$ cat src/design/pfe_pkg.sv
// ----------------------------------------------------------------------------
// Playfair encryption stream package
// Shared constants, the command passed from the front to the back, and the
// small helpers for row and column arithmetic on the 5x5 square.
// ----------------------------------------------------------------------------
package pfe_pkg;

  localparam int SIDE        = 5;
  localparam int CELLS       = 25;
  localparam int LETTERS     = 26;
  localparam int QUEUE_DEPTH = 2;

  localparam logic [4:0] LETTER_Q   = 5'd16;
  localparam logic [4:0] LETTER_X   = 5'd23;
  localparam logic [4:0] SPACE_CODE = 5'd26;

  // Input operation codes.
  localparam logic [1:0] OP_KEY    = 2'd0;
  localparam logic [1:0] OP_FINISH = 2'd1;
  localparam logic [1:0] OP_TEXT   = 2'd2;
  localparam logic [1:0] OP_END    = 2'd3;

  typedef enum logic [1:0] {
    CMD_KEY,
    CMD_FILL,
    CMD_PAIR,
    CMD_BAD
  } cmd_kind_t;

  typedef struct packed {
    cmd_kind_t  kind;
    logic [4:0] a;
    logic [4:0] b;
  } cmd_t;

  // Next row or column, wrapping around the square.
  function automatic logic [2:0] wrap_inc(input logic [2:0] v);
    logic [2:0] r;
    if (v == 3'(SIDE - 1)) begin
      r = 3'd0;
    end else begin
      r = v + 3'd1;
    end
    return r;
  endfunction

  // Cell address from row and column: row * 5 + col.
  function automatic logic [4:0] cell_index(input logic [2:0] row, input logic [2:0] col);
    return {row, 2'b00} + 5'(row) + 5'(col);
  endfunction

endpackage

$ cat src/design/pfe_front.sv
// ----------------------------------------------------------------------------
// Playfair front end
// Accepts input items, tracks key completion and the pending text letter,
// and turns each item into at most one command for the back end.
// ----------------------------------------------------------------------------
module pfe_front (
  input  logic          clk,
  input  logic          rst,
  input  logic          in_valid,
  input  logic [1:0]    op,
  input  logic [4:0]    letter,
  input  logic          full,
  output logic          push,
  output pfe_pkg::cmd_t cmd
);

  logic       key_ready;
  logic       pending_valid;
  logic [4:0] pending_letter;
  logic       accept;

  assign accept = in_valid && !full;

  always_comb begin
    cmd.kind = pfe_pkg::CMD_KEY;
    cmd.a    = letter;
    cmd.b    = 5'd0;
    push     = 1'b0;
    case (op)
      pfe_pkg::OP_KEY: begin
        push = !key_ready && (letter < pfe_pkg::SPACE_CODE) && (letter != pfe_pkg::LETTER_Q);
      end
      pfe_pkg::OP_FINISH: begin
        cmd.kind = pfe_pkg::CMD_FILL;
        push     = !key_ready;
      end
      pfe_pkg::OP_TEXT: begin
        if (letter < pfe_pkg::SPACE_CODE) begin
          if (!key_ready || letter == pfe_pkg::LETTER_Q) begin
            cmd.kind = pfe_pkg::CMD_BAD;
            push     = 1'b1;
          end else if (pending_valid) begin
            cmd.kind = pfe_pkg::CMD_PAIR;
            push     = 1'b1;
            if (pending_letter == letter) begin
              cmd.b = pfe_pkg::LETTER_X;
            end else begin
              cmd.a = pending_letter;
              cmd.b = letter;
            end
          end
        end
      end
      pfe_pkg::OP_END: begin
        cmd.kind = pfe_pkg::CMD_PAIR;
        cmd.a    = pending_letter;
        cmd.b    = pfe_pkg::LETTER_X;
        push     = key_ready && pending_valid;
      end
      default: begin
        push = 1'b0;
      end
    endcase
    push = push && accept;
  end

  always_ff @(posedge clk) begin
    if (rst) begin
      key_ready      <= 1'b0;
      pending_valid  <= 1'b0;
      pending_letter <= 5'd0;
    end else if (accept) begin
      case (op)
        pfe_pkg::OP_FINISH: begin
          key_ready <= 1'b1;
        end
        pfe_pkg::OP_TEXT: begin
          if (letter < pfe_pkg::SPACE_CODE && key_ready && letter != pfe_pkg::LETTER_Q) begin
            if (!pending_valid) begin
              pending_letter <= letter;
              pending_valid  <= 1'b1;
            end else if (pending_letter != letter) begin
              pending_valid <= 1'b0;
            end
          end
        end
        pfe_pkg::OP_END: begin
          if (key_ready) begin
            pending_valid <= 1'b0;
          end
        end
        default: begin
          pending_valid <= pending_valid;
        end
      endcase
    end
  end

endmodule

$ cat src/design/pfe_queue.sv
// ----------------------------------------------------------------------------
// Playfair command queue
// A small first-in first-out buffer of commands between front and back.
// ----------------------------------------------------------------------------
module pfe_queue #(
  parameter int DEPTH = pfe_pkg::QUEUE_DEPTH
) (
  input  logic          clk,
  input  logic          rst,
  input  logic          push,
  input  pfe_pkg::cmd_t push_data,
  output logic          full,
  input  logic          pop,
  output pfe_pkg::cmd_t pop_data,
  output logic          not_empty
);

  localparam int PTR_W = (DEPTH > 1) ? $clog2(DEPTH) : 1;
  localparam int CNT_W = $clog2(DEPTH + 1);

  pfe_pkg::cmd_t entries [DEPTH];
  logic [PTR_W-1:0] wr_ptr;
  logic [PTR_W-1:0] rd_ptr;
  logic [CNT_W-1:0] count;

  assign full      = (count == CNT_W'(DEPTH));
  assign not_empty = (count != '0);
  assign pop_data  = entries[rd_ptr];

  always_ff @(posedge clk) begin
    if (push) begin
      entries[wr_ptr] <= push_data;
    end
  end

  always_ff @(posedge clk) begin
    if (rst) begin
      wr_ptr <= '0;
      rd_ptr <= '0;
      count  <= '0;
    end else begin
      if (push) begin
        wr_ptr <= (wr_ptr == PTR_W'(DEPTH - 1)) ? '0 : wr_ptr + 1'b1;
      end
      if (pop) begin
        rd_ptr <= (rd_ptr == PTR_W'(DEPTH - 1)) ? '0 : rd_ptr + 1'b1;
      end
      if (push && !pop) begin
        count <= count + 1'b1;
      end else if (pop && !push) begin
        count <= count - 1'b1;
      end
    end
  end

`ifndef SYNTHESIS
  a_no_overflow: assert property (@(posedge clk) disable iff (rst) push |-> (!full || pop))
    else $error("command pushed into a full queue");
  a_no_underflow: assert property (@(posedge clk) disable iff (rst) pop |-> not_empty)
    else $error("command popped from an empty queue");
  a_count_range: assert property (@(posedge clk) disable iff (rst) count <= CNT_W'(DEPTH))
    else $error("queue count beyond depth");
`endif

endmodule

$ cat src/design/pfe_back.sv
// ----------------------------------------------------------------------------
// Playfair back end
// Builds the key square, enciphers digraphs from the square memories and
// drives the result register.
// ----------------------------------------------------------------------------
module pfe_back (
  input  logic          clk,
  input  logic          rst,
  input  logic          cmd_valid,
  input  pfe_pkg::cmd_t cmd,
  output logic          cmd_pop,
  output logic          out_valid,
  input  logic          out_stall,
  output logic [4:0]    cipher_letter,
  output logic          pair_end,
  output logic          bad_letter
);

  typedef enum logic [1:0] {
    S_IDLE,
    S_LOOKUP,
    S_SEND,
    S_FILL
  } state_t;

  state_t state;

  // Square contents and the {row, col} position of every placed letter.
  logic [4:0] sq_mem  [pfe_pkg::CELLS];
  logic [5:0] pos_mem [pfe_pkg::LETTERS];

  logic [pfe_pkg::LETTERS-1:0] used;
  logic [4:0] fill_count;
  logic [2:0] fill_row;
  logic [2:0] fill_col;
  logic [4:0] iter;
  logic       send_bad;
  logic       send_second;
  logic [5:0] pa;
  logic [5:0] pb;
  logic [4:0] sx;
  logic [4:0] sy;

  logic       place_en;
  logic [4:0] place_letter;
  logic       pos_rd;
  logic       out_free;
  logic [2:0] xr, xc, yr, yc;
  logic [4:0] addr_x;
  logic [4:0] addr_y;

  assign cmd_pop      = (state == S_IDLE) && cmd_valid;
  assign place_letter = (state == S_FILL) ? iter : cmd.a;
  assign place_en     = (fill_count < 5'(pfe_pkg::CELLS)) && !used[place_letter] &&
                        ((cmd_pop && cmd.kind == pfe_pkg::CMD_KEY) ||
                         (state == S_FILL && iter != pfe_pkg::LETTER_Q));
  assign pos_rd       = cmd_pop && cmd.kind == pfe_pkg::CMD_PAIR;
  assign out_free     = !out_valid || !out_stall;

  // Playfair rules on the looked-up positions.
  always_comb begin
    if (pa[5:3] == pb[5:3]) begin
      xr = pa[5:3];
      xc = pfe_pkg::wrap_inc(pa[2:0]);
      yr = pb[5:3];
      yc = pfe_pkg::wrap_inc(pb[2:0]);
    end else if (pa[2:0] == pb[2:0]) begin
      xr = pfe_pkg::wrap_inc(pa[5:3]);
      xc = pa[2:0];
      yr = pfe_pkg::wrap_inc(pb[5:3]);
      yc = pb[2:0];
    end else begin
      xr = pa[5:3];
      xc = pb[2:0];
      yr = pb[5:3];
      yc = pa[2:0];
    end
    addr_x = pfe_pkg::cell_index(xr, xc);
    addr_y = pfe_pkg::cell_index(yr, yc);
  end

  always_ff @(posedge clk) begin
    if (place_en) begin
      sq_mem[fill_count]    <= place_letter;
      pos_mem[place_letter] <= {fill_row, fill_col};
    end
    if (pos_rd) begin
      pa <= pos_mem[cmd.a];
      pb <= pos_mem[cmd.b];
    end
    if (state == S_LOOKUP) begin
      sx <= sq_mem[addr_x];
      sy <= sq_mem[addr_y];
    end
  end

  always_ff @(posedge clk) begin
    if (rst) begin
      state      <= S_IDLE;
      used       <= '0;
      fill_count <= 5'd0;
      fill_row   <= 3'd0;
      fill_col   <= 3'd0;
      out_valid  <= 1'b0;
    end else begin
      // In the send step the result register is reloaded below instead.
      if (out_valid && !out_stall && state != S_SEND) begin
        out_valid <= 1'b0;
      end
      if (place_en) begin
        used[place_letter] <= 1'b1;
        fill_count         <= fill_count + 5'd1;
        if (fill_col == 3'(pfe_pkg::SIDE - 1)) begin
          fill_col <= 3'd0;
          fill_row <= fill_row + 3'd1;
        end else begin
          fill_col <= fill_col + 3'd1;
        end
      end
      case (state)
        S_IDLE: begin
          if (cmd_valid) begin
            case (cmd.kind)
              pfe_pkg::CMD_FILL: begin
                iter  <= 5'd0;
                state <= S_FILL;
              end
              pfe_pkg::CMD_PAIR: begin
                send_bad    <= 1'b0;
                send_second <= 1'b0;
                state       <= S_LOOKUP;
              end
              pfe_pkg::CMD_BAD: begin
                send_bad    <= 1'b1;
                send_second <= 1'b0;
                state       <= S_SEND;
              end
              default: begin
                state <= S_IDLE;
              end
            endcase
          end
        end
        S_LOOKUP: begin
          state <= S_SEND;
        end
        S_SEND: begin
          if (out_free) begin
            out_valid <= 1'b1;
            if (send_bad) begin
              cipher_letter <= 5'd0;
              pair_end      <= 1'b1;
              bad_letter    <= 1'b1;
              state         <= S_IDLE;
            end else if (!send_second) begin
              cipher_letter <= sx;
              pair_end      <= 1'b0;
              bad_letter    <= 1'b0;
              send_second   <= 1'b1;
            end else begin
              cipher_letter <= sy;
              pair_end      <= 1'b1;
              bad_letter    <= 1'b0;
              state         <= S_IDLE;
            end
          end
        end
        S_FILL: begin
          iter <= iter + 5'd1;
          if (iter == 5'(pfe_pkg::LETTERS - 1)) begin
            state <= S_IDLE;
          end
        end
        default: begin
          state <= S_IDLE;
        end
      endcase
    end
  end

`ifndef SYNTHESIS
  a_fill_bound: assert property (@(posedge clk) disable iff (rst)
    fill_count <= 5'(pfe_pkg::CELLS))
    else $error("square filled beyond its cell count");
  a_bad_shape: assert property (@(posedge clk) disable iff (rst)
    (out_valid && bad_letter) |-> (pair_end && cipher_letter == 5'd0))
    else $error("flagged result with wrong fields");
  a_pop_idle: assert property (@(posedge clk) disable iff (rst)
    cmd_pop |-> (state == S_IDLE))
    else $error("command taken while busy");
`endif

endmodule

$ cat src/design/playfair_encrypt_stream.sv
// ----------------------------------------------------------------------------
// Playfair encryption stream
// Builds a 5x5 key square from key letters and enciphers text digraphs.
// ----------------------------------------------------------------------------
//  Channel  Handshake            Payload
//  input    in_valid / in_stall  op, letter
//  output   out_valid/out_stall  cipher_letter, pair_end, bad_letter
//
// A new key letter is placed as the back end takes it; finishing the key runs
// the fill sequencer over all 26 letters. A digraph goes through position lookup,
// square read, then two result transfers from the single output register.
// Reset is synchronous; the key square is rebuilt by the key letters that
// follow. in_stall rises when the command queue is full, and out_stall holds
// the back end in its send step.
// ----------------------------------------------------------------------------
module playfair_encrypt_stream #(
  parameter int QUEUE_DEPTH = pfe_pkg::QUEUE_DEPTH
) (
  input  logic       clk,
  input  logic       rst,
  input  logic       in_valid,
  output logic       in_stall,
  input  logic [1:0] op,
  input  logic [4:0] letter,
  output logic       out_valid,
  input  logic       out_stall,
  output logic [4:0] cipher_letter,
  output logic       pair_end,
  output logic       bad_letter
);

  logic          q_full;
  logic          q_push;
  logic          q_pop;
  logic          q_not_empty;
  pfe_pkg::cmd_t push_cmd;
  pfe_pkg::cmd_t head_cmd;

  assign in_stall = q_full;

  pfe_front u_front (
    .clk      (clk),
    .rst      (rst),
    .in_valid (in_valid),
    .op       (op),
    .letter   (letter),
    .full     (q_full),
    .push     (q_push),
    .cmd      (push_cmd)
  );

  pfe_queue #(
    .DEPTH (QUEUE_DEPTH)
  ) u_queue (
    .clk       (clk),
    .rst       (rst),
    .push      (q_push),
    .push_data (push_cmd),
    .full      (q_full),
    .pop       (q_pop),
    .pop_data  (head_cmd),
    .not_empty (q_not_empty)
  );

  pfe_back u_back (
    .clk           (clk),
    .rst           (rst),
    .cmd_valid     (q_not_empty),
    .cmd           (head_cmd),
    .cmd_pop       (q_pop),
    .out_valid     (out_valid),
    .out_stall     (out_stall),
    .cipher_letter (cipher_letter),
    .pair_end      (pair_end),
    .bad_letter    (bad_letter)
  );

endmodule
$ cat config.mk
export PLATFORM = sky130hd
export DESIGN_NAME = playfair_encrypt_stream
export DESIGN_NICKNAME = d
export VERILOG_FILES = /design/src/design/pfe_pkg.sv /design/src/design/pfe_front.sv /design/src/design/pfe_queue.sv /design/src/design/pfe_back.sv /design/src/design/playfair_encrypt_stream.sv
export SDC_FILE = /design/constraint.sdc
export NUM_CORES = 1
export LEC_CHECK = 0
export ABC_AREA = 0
export BUFFER_PORTS_ARGS = -buffer_cell sky130_fd_sc_hd__buf_2
export CAP_MARGIN = 10
export CORE_UTILIZATION = 51
export DETAILED_ROUTE_END_ITERATION = 16
export PLACE_DENSITY = 0.77
export SLEW_MARGIN = 25
export SYNTH_ARGS = -nofsm -noshare
export SYNTH_HDL_FRONTEND = slang
export SYNTH_SLANG_ARGS = --single-unit
$ cat constraint.sdc
create_clock -name clk -period 4.68 [get_ports clk]
set_input_delay 0.468 -clock clk [delete_from_list [all_inputs] [get_ports clk]]
set_output_delay 0.468 -clock clk [all_outputs]
set_load 0.005 [all_outputs]
# == Word-level counts from Yosys, hierarchy flattened ==
# Memories as Yosys holds them, arrays and structs flattened. A register that Yosys moved wholly into a read port is not among the register bits.
# Cells that the tools add are included.
# totals
ram_bits,305
ff_bits,65
output_inout_bits,9
n_memories,3
word_cells,191
# memory_table
memory,words,width,read_ports,rd_clocked_by_memory_dff,write_ports,line,source
u_back.pos_mem,26,6,2,2,1,pfe_back.sv:30,logic [5:0] pos_mem [pfe_pkg::LETTERS];
u_back.sq_mem,25,5,2,2,1,pfe_back.sv:29,logic [4:0] sq_mem [pfe_pkg::CELLS];
u_queue.entries,2,12,1,1,1,pfe_queue.sv:21,pfe_pkg::cmd_t entries [DEPTH];
# op_classes
mux,67
order_cmp,4
add_sub_neg,16
reduce_logical,47
n_bitwise,3
eq_ne,33
# ops
operator,n
two-way mux 3 bit,13
two-way mux 5 bit,6
two-way mux 1 bit,26
bitwise OR 26 bit,1
two-way mux 12 bit,2
adder 5 x 3 -> 5 bit,4
case mux 10 bit (2 select lines),1
AND reduction 4 bit,5
adder 3 x 1 -> 3 bit (second input constant),6
logical AND 1 bit,18
two-way mux 2 bit,8
== test 3 bit (second input constant),5
== test 2 bit (second input constant),7
case mux 2 bit (3 select lines),2
nonzero test 2 bit,6
adder 5 x 1 -> 5 bit (second input constant),2
== test 5 bit (second input constant),2
< comparator 5 bit (second input constant),2
two-way mux 10 bit,1
inequality test 2 bit (second input constant),5
inequality test 5 bit (second input constant),2
case mux 5 bit (2 select lines),1
inequality test 2 x 1 -> 1 bit (second input constant),4
case mux 2 bit (4 select lines),1
other kinds (22),40

# == Longest topological paths before layout ==
# logic_depth
ltp_word,10
ltp_mapped,17
depth_no_buf,15

# == Hierarchy ==
# A second synthesis with hierarchy kept.
# hier_totals
hier_cells,1229
area_unflattened_um2,19097.1
# by_module_without_submodules
module,area_per_inst_um2,seq_area_each_um2,cells_each,instances
pfe_back,17399.2,10319.9,1092,1
pfe_queue,1071.0,820.8,59,1
pfe_front,626.9,140.1,78,1

# == Least setup slack after synthesis ==
# No wires, ideal clock.
# synth_timing
path_type,register to register
startpoint,"reg u_back.pb[3], read port of u_back.pos_mem"
endpoint,"reg u_back.sx[0], read port of u_back.sq_mem (data pin)"
stages_incl_launch_ff,18
slack_ns,0.945
arrival_time_ns,3.457
n_path_buf,2
required_time_ns,4.402
path_cell_list,edfxtp_1 -> xor2_1 -> nor3_2 -> nor2_1 -> nor2_1 -> a21o_1 -> inv_1 -> fa_1 -> inv_1 -> ha_1 -> a21o_1 -> a21oi_1 -> or3_1 -> clkbuf_1 -> buf_2 -> nand2_2 -> a211oi_1 -> o31ai_1
# synth_between
elab_chain_cells,4
# synth_lines
item,line,source
start: declaration,pfe_back.sv:40,logic [5:0] pb;
== test 3 bit *,pfe_back.sv:62,if (pa[5:3] == pb[5:3]) begin
two-way mux 3 bit,pfe_back.sv:62,
adder 5 x 3 -> 5 bit,pfe_pkg.sv:49,"return {row, 2'b00} + 5'(row) + 5'(col);"
adder 5 x 3 -> 5 bit *,pfe_pkg.sv:49,
end: declaration,pfe_back.sv:41,logic [4:0] sx;
# Every way passes the cells marked *; elsewhere a longest branch is shown, timed or not.
# A chain may end at the register's enable or synchronous reset.

# == Final worst setup path ==
# layout_timing
startpoint,"reg u_back.pb[3], read port of u_back.pos_mem"
endpoint,"reg u_back.sy[1], read port of u_back.sq_mem (data pin)"
# layout_between
elab_chain_cells,6
# layout_lines
item,line,source
adder 3 x 1 -> 3 bit / == test 3 bit (equally long branches),"pfe_pkg.sv:42, pfe_pkg.sv:39",
two-way mux 3 bit,pfe_pkg.sv:39,if (v == 3'(SIDE - 1)) begin
two-way mux 3 bit,pfe_back.sv:67,end else if (pa[2:0] == pb[2:0]) begin
two-way mux 3 bit,pfe_back.sv:62,
adder 5 x 3 -> 5 bit,pfe_pkg.sv:49,
adder 5 x 3 -> 5 bit *,pfe_pkg.sv:49,
end: declaration,pfe_back.sv:42,logic [4:0] sy;
# Marked as above.

==> results.txt <==
- Critical Path Source: u_back.pb[3]
- Power spread over the standard cell area amounts to 578 nW/um^2.
- Max-Cap Viols: 0
* Chip width: 198 um
- In this run the core area contains 71 standard-cell rows.
* Data required, critical path: 4.92 ns
- The initial antenna violation count was 0.
- Entering global routing, the biggest net connects 73 pins.
* Final cycle utilization of the critical path: 94.3%
- Endpoint of the worst register-to-register path: u_back.sy[1]
* Wire length of the first global-routing pass: 73000 um
- The hold violation total from the final report came to 0.
* Capturing instance or port of the critical path: u_back.sy[1]
- Along the worst path, the maximum fanout reaches 17.
- Count of flip-flops with a built-in enable after synthesis: 341
* Routability Congestion: 0.909
- Xor and xnor area share after synthesis: 0.852%
- Dividing the detail-routed via count by the number of cells gives 6.39.
* Synth Flop Type: sky130_fd_sc_hd__edfxtp_1
* Net count of the mapped netlist: 1539
- Based on the critical path, the design can be clocked at up to 227 MHz.
- Critical path arrival: 4.65 ns
* Area fraction in and, or, nand and nor cells after synthesis: 12.8%
- Clock H-tree levels: 2
- Across the routed clock network, the largest skew measured is 0.0298 ns.
- Number of buffers added by the clock tree synthesis step: 41
* Core Util, Final: 57.3%
* Number of standard cells after synthesis: 1491
* Max-slew headroom: 25.7%
* Die area: 39100 um^2
- Summing the areas of all compound-gate instances in the mapped netlist gives 8.06% of the synthesized area.
- The initial utilization of the core area, before any placement, comes to 51.8%.
- Unrepaired setup endpoints after global routing: no
- Each instance of the synthesized netlist takes up on average 13.1 um^2.
- For this run, design rule violations remaining after detail routing come to 0.
- In the global route stage, overall resource usage came out at 24.5%.
- Wirelength, routed: 47300 um
- Portion of the post-synthesis area used by sequential elements: 57.8%
- At the later pin of the worst-skew pair, clock insertion delay measures 0.55 ns.
- The synthesized design contains 393 register bits.
- Setup violations remaining at the end of the flow were counted as 0.
- Port buffering added 19 buffers.
* Setup Fix Bufs, Post-CTS: 0
- Count of different cell masters after synthesis: 71
* Critical path start-end classification: reg2reg
- Clock tree sinks: 393
- Total via count after detailed routing: 13100
* Final setup TNS: 0 ns
* CTS hold repair buffers: 0
* Min Tclk post-route: 4.41 ns
- Reg2Reg Depth: 15
- After global routing the overflow that remains totals 0.
- Ys Warns: 0
- Leakage power figure: 0.00739 uW
* Clock tree from TritonCTS: built
- The total area inside the core boundary comes to 37700 um^2.
- Internal reg-to-reg setup slack: 0.27 ns
- For this design, the slowest cell found on the critical path is sky130_fd_sc_hd__fa_1.
- Slowest stage delay, CP: 0.54 ns
- Summed over all nets, the half-perimeter wirelength after detailed placement is 31500 um.
- For this block, the initial DRC count from the detailed router was 1496.
- Min-Delay Startpoint: letter[4]
* Count of final max-slew check failures: 0
* Worst flop-to-flop path startpoint: u_back.pb[3]
* Mux share of post-synthesis cell area: 14.8%
- The worst setup path is captured at a register.
- Worst Tran Pin Value: 1.11 ns
- CTS placed an instance of sky130_fd_sc_hd__clkbuf_16 at the clock tree root.
- Number of gates resized after cts: 0
* Die outline height: 198 um
- Detailed Routing Iterations Pass 1: 5
- From synthesis to final layout, the design area changed by 10.5%.
* Clock slew seen by the registers of the worst setup and hold paths: 0.06 ns
- For this run, asynchronously set or reset flops after synthesis account for 0%.
- Fraction of the mapped netlist area in adder cells: 2.52%
- Dividing the detail-routed wire length by the instance count gives 23.1 um.
- After synthesis the cells add up to 19500 um^2.
- Worst-case vdd ir drop: 354 uV
- Worst min path class: in2reg
- Count of inserted antenna diode cells: 0
- Dominant combinational cell family by area after synthesis: multiplexers
* Kind of start point of the critical path: register
- Layout cells sized above 1: 18.7%
- Pin placement for this block handled 20 I/O pins.
- Outcome: completed
- Post-route ant nets: 0
- Traced cell by cell, the critical path runs through xor2_1, nor3_2, buf_4, nor2_1, a21o_1, inv_1, fa_1, inv_1, ha_1, a21o_1, a21oi_1, or3_1, nand2_2, a211oi_1, o31ai_1.
- Vias in the first global route: 13100
* Final layout net count: 1549
* CTS max path bufs: 3
## power breakdown
part           total, uW  internal, uW  switching, uW  leakage [uW]
Combinational       4960          2030           2930       0.00335
Clock               3220          1900           1320      0.000650
Sequential          4300          4150            147       0.00338
## metal layers
layer	wire, um	vias up	share of wire, %	GRT usage [%]
li1	-	5782	-	-
met1	18400	6461	39	32.3
met2	23500	681	50	41.0
met3	3780	135	8.0	3.24
met4	1640	0	3.5	9.82
met5	0	-	0	0
## cell families after synthesis
logic type                 Yosys count
adders and majority gates           37
DFF                                393
and+or+nand+nor                    526
AOI/OAI and AO/OA                  213
buffers and inverters              145
xor gates and xnor gates            19
muxes                              158
## cells in the mapped netlist (4+ instances only)
cell                       number  area [um^2]
sky130_fd_sc_hd__buf_6          6         67.6
sky130_fd_sc_hd__a22o_1        16          140
sky130_fd_sc_hd__a21o_1         5         37.5
sky130_fd_sc_hd__a31o_2         6         52.6
sky130_fd_sc_hd__a211oi_1      30          225
sky130_fd_sc_hd__nor2_1        74          278
sky130_fd_sc_hd__inv_2          5         18.8
sky130_fd_sc_hd__clkbuf_1      50          188
sky130_fd_sc_hd__mux2i_1       34          340
sky130_fd_sc_hd__nand2_1      211          792
sky130_fd_sc_hd__nand3_1       82          410
sky130_fd_sc_hd__mux2_2        19          214
sky130_fd_sc_hd__buf_1          8         30.0
sky130_fd_sc_hd__nand4_1       14         87.6
sky130_fd_sc_hd__dfxtp_1       52         1040
sky130_fd_sc_hd__fa_1           4         80.1
sky130_fd_sc_hd__and3_1        54          338
sky130_fd_sc_hd__mux4_2        96         2160
sky130_fd_sc_hd__buf_2         23          115
sky130_fd_sc_hd__ha_1          33          413
sky130_fd_sc_hd__a211o_1        4         35.0
sky130_fd_sc_hd__o31ai_1       11         82.6
sky130_fd_sc_hd__and2_1        11         68.8
sky130_fd_sc_hd__xor2_1        11         96.3
sky130_fd_sc_hd__o32ai_1       12          105
sky130_fd_sc_hd__mux2i_4        4         90.1
sky130_fd_sc_hd__nor2b_1        8         50.1
sky130_fd_sc_hd__a311o_1        6         60.1
sky130_fd_sc_hd__a311oi_1      24          210
sky130_fd_sc_hd__edfxtp_1     341        10200
sky130_fd_sc_hd__or3_1          4         25.0
sky130_fd_sc_hd__xnor2_1        8         70.1
sky130_fd_sc_hd__o21ai_0       31          155
sky130_fd_sc_hd__nand3_2        5         50.1
sky130_fd_sc_hd__o211ai_1      24          180
sky130_fd_sc_hd__inv_1         46          173
sky130_fd_sc_hd__mux2_4         4         60.1
sky130_fd_sc_hd__a21oi_1       25          125
sky130_fd_sc_hd__nor3_1        38          190
## per-stage QoR
step / setup WS, ns / area (um^2) / total power, uW / hold slack, ns / instances
3_3_place_gp: 0.525 / 20200 / 9150 / 0.446 / 1969
4_1_cts: 0.324 / 21500 / 12500 / 0.244 / 2043
3_5_place_dp: 0.348 / 20200 / 9260 / 0.454 / 1969
2_1_floorplan: 0.945 / 19500 / 7820 / 0.433 / 1491
5_1_grt: 0.0488 / 21600 / 13000 / 0.267 / 2043
6_report: 0.268 / 21600 / 12500 / 0.253 / 2043
## sequential cells by signal, summed over array words and instances, names as in the netlist, 2 cells and up, named ones only
register	count
u_back.cipher_letter	5
u_back.fill_col	3
u_back.fill_count	5
u_back.fill_row	3
u_back.iter	5
u_back.pa	6
u_back.pb	6
u_back.pos_mem	156
u_back.sq_mem	125
u_back.state	2
u_back.sx	5
u_back.sy	5
u_back.used	26
u_front.pending_letter	5
u_queue.count	2
u_queue.entries	24
## how the worst min path moves through the flow
stage | end | slack (ns) | depth (start not counted)
2_1_floorplan | u_back.used[25] | 0.43 | 2
3_3_place_gp | u_back.used[17] | 0.45 | 2
3_5_place_dp | u_back.used[17] | 0.45 | 2
4_1_cts | u_front.pending_letter[4] | 0.24 | 3
5_1_grt | u_front.pending_letter[4] | 0.27 | 3
6_report | u_front.pending_letter[4] | 0.25 | 3
## cell usage in the layout (no fill, tap or decap), types with 12 or more instances in the layout
cell type                   instances
sky130_fd_sc_hd__mux4_2            96
sky130_fd_sc_hd__a211oi_1          30
sky130_fd_sc_hd__mux2i_1           30
sky130_fd_sc_hd__buf_4             35
sky130_fd_sc_hd__clkbuf_16         43
sky130_fd_sc_hd__a311oi_1          24
sky130_fd_sc_hd__a22o_1            16
sky130_fd_sc_hd__nand3_1           82
sky130_fd_sc_hd__buf_2             19
sky130_fd_sc_hd__ha_1              31
sky130_fd_sc_hd__nor3_1            31
sky130_fd_sc_hd__dfxtp_1           51
sky130_fd_sc_hd__nor2_1            72
sky130_fd_sc_hd__nand2_1          211
sky130_fd_sc_hd__a21oi_1           25
sky130_fd_sc_hd__and3_1            54
sky130_fd_sc_hd__mux2_2            19
sky130_fd_sc_hd__o32ai_1           12
sky130_fd_sc_hd__edfxtp_1         341
sky130_fd_sc_hd__o211ai_1          24
sky130_fd_sc_hd__o21ai_0           31
sky130_fd_sc_hd__inv_1             46
sky130_fd_sc_hd__nand4_1           14
## worst max-delay path, delay by kind of cell (launching register included)
family | cells | cell delay (ns)
DFF | 1 | 0.44
and+or+nand+nor | 4 | 1.23
adders and majority gates | 2 | 0.83
AOI/OAI and AO/OA | 5 | 1.05
buffers and inverters | 3 | 0.32
xor gates and xnor gates | 1 | 0.22
## final cells by class
cell class	instances	area [um^2]
multi-input combinational	953	7690
inverter	54	203
fill	2976	16100
clock inverter	17	170
tap	511	639
timing repair buffer	58	438
sequential	393	11300
clock buffer	57	1160
Note: power is estimated with default switching activity, not from simulation.
